`config.mk`:
```
export PLATFORM = sky130hd
export DESIGN_NAME = switch_matrix_debounce_edges
export DESIGN_NICKNAME = d
export VERILOG_FILES = /design/src/rtl/smde_pkg.sv /design/src/rtl/switch_matrix_debounce_edges.sv
export SDC_FILE = /design/constraint.sdc
export NUM_CORES = 1
export LEC_CHECK = 0
export BUFFER_PORTS_ARGS = -buffer_cell sky130_fd_sc_hd__buf_2
export CORE_AREA = 2 2 217 219
export CTS_CLUSTER_DIAMETER = 40
export DETAILED_ROUTE_END_ITERATION = 6
export DIE_AREA = 0 0 219 221
export GPL_ROUTABILITY_DRIVEN = 0
export REMOVE_ABC_BUFFERS = 1
export SLEW_MARGIN = 20
export SYNTH_ARGS = -nofsm -noshare
export SYNTH_HDL_FRONTEND = slang
export SYNTH_SLANG_ARGS = --single-unit
export TNS_END_PERCENT = 10
```
`constraint.sdc`:
```
create_clock -name clk -period 5.3 [get_ports clk]
set_clock_uncertainty 0.05 [all_clocks]
set_input_delay 0.265 -clock clk [delete_from_list [all_inputs] [get_ports clk]]
set_output_delay 0.265 -clock clk [all_outputs]
set_load 0.05 [all_outputs]
```
`src/rtl/smde_pkg.sv`:
```
`default_nettype none

package smde_pkg;

    localparam int unsigned ROW_COUNT    = 8;
    localparam int unsigned COLUMN_COUNT = 8;

    localparam int unsigned TYPE_W = 3;
    localparam int unsigned ROW_W  = 4;
    localparam int unsigned DATA_W = 8;

    // Row store index; at least one bit even for a single row.
    localparam int unsigned ROW_IDX_W = (ROW_COUNT > 1) ? $clog2(ROW_COUNT) : 1;

    localparam logic [ROW_W:0] ROW_LIMIT = (ROW_W + 1)'(ROW_COUNT);

    localparam logic [DATA_W-1:0] COL_MASK = DATA_W'((1 << COLUMN_COUNT) - 1);

    localparam logic [TYPE_W-1:0] REQ_SCAN          = 3'd0;
    localparam logic [TYPE_W-1:0] REQ_READ_RAW      = 3'd1;
    localparam logic [TYPE_W-1:0] REQ_READ_DEB      = 3'd2;
    localparam logic [TYPE_W-1:0] REQ_TAKE_RAW_EDGE = 3'd3;
    localparam logic [TYPE_W-1:0] REQ_TAKE_DEB_EDGE = 3'd4;
    localparam logic [TYPE_W-1:0] REQ_CLEAR         = 3'd5;

    typedef logic [DATA_W-1:0] row_t;

    typedef struct packed {
        logic [TYPE_W-1:0] req_type;
        logic [ROW_W-1:0]  row_index;
        logic [DATA_W-1:0] column_bits;
    } req_t;

    typedef struct packed {
        logic [DATA_W-1:0] read_data;
        logic              row_valid;
    } rsp_t;

endpackage

`default_nettype wire

```
`src/rtl/switch_matrix_debounce_edges.sv`:
```
// Results: an accepted transaction is registered in pend_reg and req_reg, and its result in
// done_reg and result_reg, shown on result with done high; scan and clear give none.
// Throughput: one transaction per cycle, busy stays low; the row update for each
// transaction is a single read-modify-write of the register-based row stores.
// Reset (rst_n low, asynchronous): all row stores, the edge flags and the strobes clear.
// The receiver cannot stall: each result is taken in the cycle it is shown.
`default_nettype none

module switch_matrix_debounce_edges
    import smde_pkg::*;
(
    input  wire logic clk,
    input  wire logic rst_n,
    input  wire logic start,
    output logic      busy,
    input  wire req_t req,
    output logic      done,
    output rsp_t      result
);

    logic pend_reg;
    req_t req_reg;

    row_t raw_reg [ROW_COUNT];
    row_t deb_reg [ROW_COUNT];
    row_t raw_edge_reg [ROW_COUNT];
    row_t deb_edge_reg [ROW_COUNT];

    row_t raw_next [ROW_COUNT];
    row_t deb_next [ROW_COUNT];
    row_t raw_edge_next [ROW_COUNT];
    row_t deb_edge_next [ROW_COUNT];

    logic done_reg;
    logic done_next;
    rsp_t result_reg;
    rsp_t result_next;

    logic                 row_ok;
    logic [ROW_IDX_W-1:0] row_idx;
    row_t                 bits;
    row_t                 moving;
    row_t                 new_deb;

    assign busy   = 1'b0;
    assign done   = done_reg;
    assign result = result_reg;

    always_ff @(posedge clk or negedge rst_n)
    begin
        if (!rst_n)
        begin
            pend_reg <= 1'b0;
        end
        else
        begin
            pend_reg <= start;
        end
    end

    always_ff @(posedge clk)
    begin
        if (start)
        begin
            req_reg <= req;
        end
    end

    assign row_ok  = {1'b0, req_reg.row_index} < ROW_LIMIT;
    assign row_idx = req_reg.row_index[ROW_IDX_W-1:0];
    assign bits    = req_reg.column_bits & COL_MASK;
    assign moving  = raw_reg[row_idx] ^ bits;
    assign new_deb = (~moving & bits) | (moving & deb_reg[row_idx]);

    always_comb
    begin
        raw_next      = raw_reg;
        deb_next      = deb_reg;
        raw_edge_next = raw_edge_reg;
        deb_edge_next = deb_edge_reg;
        done_next     = 1'b0;
        result_next   = '0;

        if (pend_reg)
        begin
            unique case (req_reg.req_type)
                REQ_SCAN:
                begin
                    if (row_ok)
                    begin
                        deb_edge_next[row_idx] = deb_edge_reg[row_idx]
                                               | (new_deb & ~deb_reg[row_idx]);
                        deb_next[row_idx]      = new_deb;
                        raw_edge_next[row_idx] = raw_edge_reg[row_idx]
                                               | (bits & ~raw_reg[row_idx]);
                        raw_next[row_idx]      = bits;
                    end
                end
                REQ_READ_RAW:
                begin
                    done_next             = 1'b1;
                    result_next.row_valid = row_ok;
                    if (row_ok)
                    begin
                        result_next.read_data = raw_reg[row_idx] & bits;
                    end
                end
                REQ_READ_DEB:
                begin
                    done_next             = 1'b1;
                    result_next.row_valid = row_ok;
                    if (row_ok)
                    begin
                        result_next.read_data = deb_reg[row_idx] & bits;
                    end
                end
                REQ_TAKE_RAW_EDGE:
                begin
                    done_next             = 1'b1;
                    result_next.row_valid = row_ok;
                    if (row_ok)
                    begin
                        result_next.read_data  = raw_edge_reg[row_idx] & bits;
                        raw_edge_next[row_idx] = raw_edge_reg[row_idx] & ~bits;
                    end
                end
                REQ_TAKE_DEB_EDGE:
                begin
                    done_next             = 1'b1;
                    result_next.row_valid = row_ok;
                    if (row_ok)
                    begin
                        result_next.read_data  = deb_edge_reg[row_idx] & bits;
                        deb_edge_next[row_idx] = deb_edge_reg[row_idx] & ~bits;
                    end
                end
                REQ_CLEAR:
                begin
                    for (int i = 0; i < ROW_COUNT; i++)
                    begin
                        raw_next[i]      = '0;
                        deb_next[i]      = '0;
                        raw_edge_next[i] = '0;
                        deb_edge_next[i] = '0;
                    end
                end
                default:
                begin
                    // drop unused request codes
                end
            endcase
        end
    end

    always_ff @(posedge clk or negedge rst_n)
    begin
        if (!rst_n)
        begin
            done_reg <= 1'b0;
            for (int i = 0; i < ROW_COUNT; i++)
            begin
                raw_reg[i]      <= '0;
                deb_reg[i]      <= '0;
                raw_edge_reg[i] <= '0;
                deb_edge_reg[i] <= '0;
            end
        end
        else
        begin
            done_reg     <= done_next;
            raw_reg      <= raw_next;
            deb_reg      <= deb_next;
            raw_edge_reg <= raw_edge_next;
            deb_edge_reg <= deb_edge_next;
        end
    end

    always_ff @(posedge clk)
    begin
        result_reg <= result_next;
    end

    assert property (@(posedge clk) disable iff (!rst_n)
        done |-> $past(pend_reg))
        else $error("result strobe without a pending transaction");

    assert property (@(posedge clk) disable iff (!rst_n)
        (done && !result.row_valid) |-> (result.read_data == '0))
        else $error("out-of-range row returned nonzero data");

    assert property (@(posedge clk) disable iff (!rst_n)
        done |-> ((result.read_data & ~COL_MASK) == '0))
        else $error("result data in unused columns");

    assert property (@(posedge clk) disable iff (!rst_n)
        (pend_reg && row_ok && req_reg.req_type == REQ_TAKE_RAW_EDGE)
        |=> ((raw_edge_reg[$past(row_idx)] & $past(bits)) == '0))
        else $error("raw edge flags not cleared after take");

    assert property (@(posedge clk) disable iff (!rst_n)
        (pend_reg && req_reg.req_type == REQ_CLEAR)
        |=> (raw_reg[0] == '0 && deb_edge_reg[0] == '0 && !done))
        else $error("clear left state or produced a result");

endmodule

`default_nettype wire

```
# Word level (Yosys, flattened, before mapping)
# Cells that the tools add are included.
# op_classes
n_shift,0
order_cmp,3
eq_ne,8
div,0
bitwise,19
multipliers,0
add_sub_neg,0
n_mux,37
reduce_logical,9
# ops
operator,n
64-bit bitwise mux,6
64-bit two-way mux,6
64-bit one-hot mux with 3 select lines,2
64-bit one-hot mux with 2 select lines,2
8-bit two-way mux,13
8-bit binary-select mux with 3-bit select,4
8-bit bitwise AND,10
9-bit one-hot mux with 4 select lines,1
8-bit inverter,4
8-bit demux with 3-bit select,1
8-bit bitwise OR,3
4-bit AND reduction,2
8-bit bitwise XOR,1
3-bit by 2-bit equality test with 1-bit output (second input constant),2
3-bit equality test (second input constant),2
2-bit != test (second input constant),3
3-bit nonzero test,2
4-bit >= comparator (second input constant),1
4-bit by 1-bit less-than comparator with 1-bit output (second input constant),1
4-bit less-than comparator (second input constant),1
3-bit inverter with 4-bit output,1
4-bit OR reduction,1
3-bit by 1-bit equality test with 1-bit output (second input constant),1
3-bit logical NOT,1
4 further kinds,5
# totals
mem_bits_rw,0
elab_cells,115
latchBits,0
mem_count,0
romBits,0
out_inout_bits,11
reg_bits,282
inputBits,18

# Depth between registers and ports, before layout
# logic_depth
word_depth,13
depth_mapped,14
mapped_depth_nobuf,10

# Least setup slack after synthesis
# OpenSTA, ideal clock, no wires.
# synth_path
kind,register to register
start,reg req_reg[9] (netlist name)
end,reg deb_edge_reg[7] (netlist name)
setup_ns,0.154
stages_incl_launch_ff,11
synth_period_minus_slack_ns,2.894
required_ns,5.096
n_path_buf,3
setup_slack_ns,2.406
arrival_ns,2.690
cell_sequence,edfxtp_1 buf_4 buf_4 buf_6 mux2_1 a221oi_1 a21oi_1 a221oi_1 ha_1 a311oi_2 o221ai_1
# synth_between
elab_chain_cells,13
elab_cells_between_ends,33
classes_between,order compare: 3; eq/ne: 2; mux: 16; bitwise: 10; reduce/logical: 2
# synth_lines
item,line_no,rtl
"start, declared",switch_matrix_debounce_edges.sv:22,req_t req_reg;
"start signal, assigned",switch_matrix_debounce_edges.sv:65,req_reg <= req;
3-bit inverter with 4-bit output,-,
8-bit binary-select mux with 3-bit select,switch_matrix_debounce_edges.sv:72,assign moving = raw_reg[row_idx] ^ bits;
8-bit two-way mux (not written as such) (2 in a row),switch_matrix_debounce_edges.sv:72,
8-bit bitwise XOR,switch_matrix_debounce_edges.sv:72,
8-bit inverter,switch_matrix_debounce_edges.sv:73,assign new_deb = (~moving & bits) | (moving & deb_reg[row_idx]);
8-bit bitwise AND,switch_matrix_debounce_edges.sv:73,
8-bit bitwise OR,switch_matrix_debounce_edges.sv:73,
8-bit bitwise AND,switch_matrix_debounce_edges.sv:92,| (new_deb & ~deb_reg[row_idx]);
8-bit bitwise OR,switch_matrix_debounce_edges.sv:92,
64-bit bitwise mux,switch_matrix_debounce_edges.sv:91,deb_edge_next[row_idx] = deb_edge_reg[row_idx]
64-bit two-way mux,switch_matrix_debounce_edges.sv:89,if (row_ok)
64-bit one-hot mux with 3 select lines,switch_matrix_debounce_edges.sv:86,unique case (req_reg.req_type)
"end signal, assigned",switch_matrix_debounce_edges.sv:174,deb_edge_reg <= deb_edge_next;
"end, declared",switch_matrix_debounce_edges.sv:27,row_t deb_edge_reg [ROW_COUNT];
# Several ways; a longest one is shown, not always the timed one. The select of a mux whose other input is x is not followed.
# A chain may end at the register's enable or synchronous reset.

# Worst setup path after layout
# Same ends and word-level chain as after synthesis.

==> run_results.csv <==
group,metric,value,unit
global_route,first_global_vias,11500,
finish,regArea,7090,sq um
routing,wirelength,48900,um
hold_path,holdPathEnd,"pend_reg$_DFF_PN0_",
critical_path,cp-start-kind,"register",
critical_path,ff2ff_setup_slack,1550,ps
power,peakVddDrop,216,uV
finish,fin_nets,1345,
hold_path,hp-class,"primary input to register",
finish,utilization,34.5,%
die,core,46100,sq um
finish,syn_to_final_growth,15.9,%
timing,fin_crit_sh,70.8,%
run,cap_violations,0,
routing,drt_iter0_drc,1597,
critical_path,cp.required,5610,ps
die,dieArea,48400,sq um
critical_path,crit_type,"register to register",
finish,final_common_cell,"dfrtp_1",
critical_path,reg2reg_depth,8,
cts,root_buffer,"clkbuf_16",
logic_synthesis,netlist_instances,1290,
routing,drc,0,
logic_synthesis,syn_avg_cell_area,10.6,sq um
critical_path,endpoint_kind,"register",
routing,avgViaCountPerCell,5.96,
finish,diodes,0,
routing,wl_per_cell,25.1,um
critical_path,timing.rr.start,"req_reg[9]$_DFFE_PP_",
finish,multi_input_area,6110,sq um
logic_synthesis,async_flop_share,91.5,%
finish,layout-drive-gt1-share,12.9,%
routing,vias,11600,
timing,fmax,0.267,GHz
placement,port_buffers,27,
global_route,grt_pass1_wl,73400,um
global_route,antenna_found_initial,1,
logic_synthesis,seq_area_frac_synth,51.7,%
critical_path,r2r_end,"deb_edge_reg[7]$_DFFE_PN0P_",
placement,dp_hpwl,31500,um
timing,worst_slew_margin_rel,16.2,%
timing,setup_viol,0,
cts,cts.clk_slew.worst_paths,60,ps
cts,cts_inserted_buffers,39,
die,ios,29,
logic_synthesis,yosys_warnings,0,
cts,cts_sinks,282,
global_route,grt_use_total,20.0,%
critical_path,cp-startpoint,"req_reg[9]$_DFFE_PP_",
critical_path,cp_max_fo,33,
routing,drt_first_pass_iters,6,
global_route,grt_remaining_overflow,0,
cts,htreeDepth,2,
logic_synthesis,ys_types,79,
global_route,grt_start_max_net_pins,128,
finish,layout_common_cells,"dfrtp_1 (258), nand2_1 (238), o21ai_0 (105)",
cts,cts_buffer_depth,3,
finish,fin_area,15900,sq um
timing,fin_tns_setup,0,ps
routing,antenna_left,0,
die,die_x,219,um
timing,final_hold_viol_count,0,
logic_synthesis,ys_ff_latch,282,
power,power.leakage,6.80,nW
die,rows,79,
power,power_density,389,nW/um^2
cts,insertion_delay,560,ps
timing,layout_min_cycle_time,3750,ps
timing,hold_slack,95.3,ps
logic_synthesis,synth_flop_cell,"dfrtp_1",
logic_synthesis,syn_area,13700,sq um
status,status,"finished, final reports clean",
timing,finalMaxSlewViolations,0,
finish,fillers,4648,
placement,dpl_cell_area,14300,sq um
critical_path,cp.arrival,4060,ps
die,initial_core_util,29.7,%
hold_path,holdPathStages,1,
die,fp.dieH,221,um
logic_synthesis,synth_edf_count,15,
timing,worst_pin_slew,1250,ps
hold_path,min-delay-start,"start",
timing,grt_setup_unrepaired,"no",
cts,cts_resized,0,
cts,cts_tree,"yes",
-- logic make-up after synthesis --
| logic type | Yosys count | share of synthesized area [%] |
|---|---|---|
| adder cells (fa/ha/maj) | 16 | 1.46 |
| XOR/XNOR | 2 | 0.128 |
| multiplexers | 101 | 8.16 |
| AND/OR/NAND/NOR | 338 | 10.7 |
| buffers and inverters | 102 | 3.75 |
| other | 1 | 0.0274 |
| AO/OA/AOI/OAI | 448 | 24.1 |
| flip-flops | 282 | 51.7 |
-- critical path: stages, from the launching register on --
cell and delay (ps):
edfxtp_1 420, buf_4 330, buf_4 540, nand2b_1 360, nor2_1 240, a221oi_1 470, ha_1 350, a311oi_2 590
o221ai_1 200
-- what timing repair did --
| item | CTS | global route |
|---|---|---|
| setup buffers | 0 | 0 |
| hold buffers | 16 | 0 |
| endpoints found under the hold margin | 140 | 0 |
-- cell usage after synthesis, types with 16 or more instances --
library cell  instances  area share (%)
buf_2                23            0.84
mux2_2               18             1.5
a21oi_1              19            0.69
o221ai_1             57             3.6
ha_1                 16             1.5
o2bb2ai_1            17             1.1
o21ai_1              28             1.0
mux2i_1              73             5.3
a22o_1               88             5.6
dfrtp_1             258              47
nor2_1               40             1.1
clkbuf_1             42             1.2
o21ai_0             105             3.8
o22ai_1              28             1.3
o211ai_1             18            0.99
nand2_1             240             6.6
-- stage by stage --
| stage | total power, mW | worst slack, ps | std cells |
|---|---|---|---|
| 2_1_floorplan | 3.09 | 1110 | 1204 |
| 3_3_place_gp | 3.42 | 1720 | 1859 |
| 3_5_place_dp | 3.43 | 1670 | 1859 |
| 4_1_cts | 6.15 | 1650 | 1946 |
| 5_1_grt | 6.37 | 1410 | 1948 |
| 6_report | 6.17 | 1550 | 1948 |
-- worst max path at each step --
stage / endpoint / depth (start not counted)
floorplan: deb_edge_reg[7]$_DFFE_PN0P_ / 7
global placement: deb_edge_reg[63]$_DFFE_PN0P_ / 8
detailed placement: deb_edge_reg[7]$_DFFE_PN0P_ / 8
CTS: deb_edge_reg[7]$_DFFE_PN0P_ / 8
global route: deb_edge_reg[7]$_DFFE_PN0P_ / 8
finish: deb_edge_reg[7]$_DFFE_PN0P_ / 8
-- layer usage --
layer	up-vias	track usage [%]	routed length, um
met3	162	4.54	4720
met2	690	29.9	21600
met5	-	0	13
met4	2	9.63	2410
li1	4851	-	-
met1	5904	27.4	20100
-- where the power goes --
part	internal, mW	leakage [nW]	switching, mW	total, mW
clock	1.67	0.661	1.06	2.73
combinational	0.327	2.38	0.556	0.883
sequential	2.39	3.76	0.167	2.56
-- cell type report --
type	count	area share, %
Timing Repair Buffer	66	3.14
Tap cell	607	4.78
Clock inverter	22	1.82
Multi-Input combinational cell	906	38.5
Inverter	16	0.378
Sequential cell	282	44.6
Clock buffer	49	6.77
Note: power is estimated with default switching activity, not from simulation.
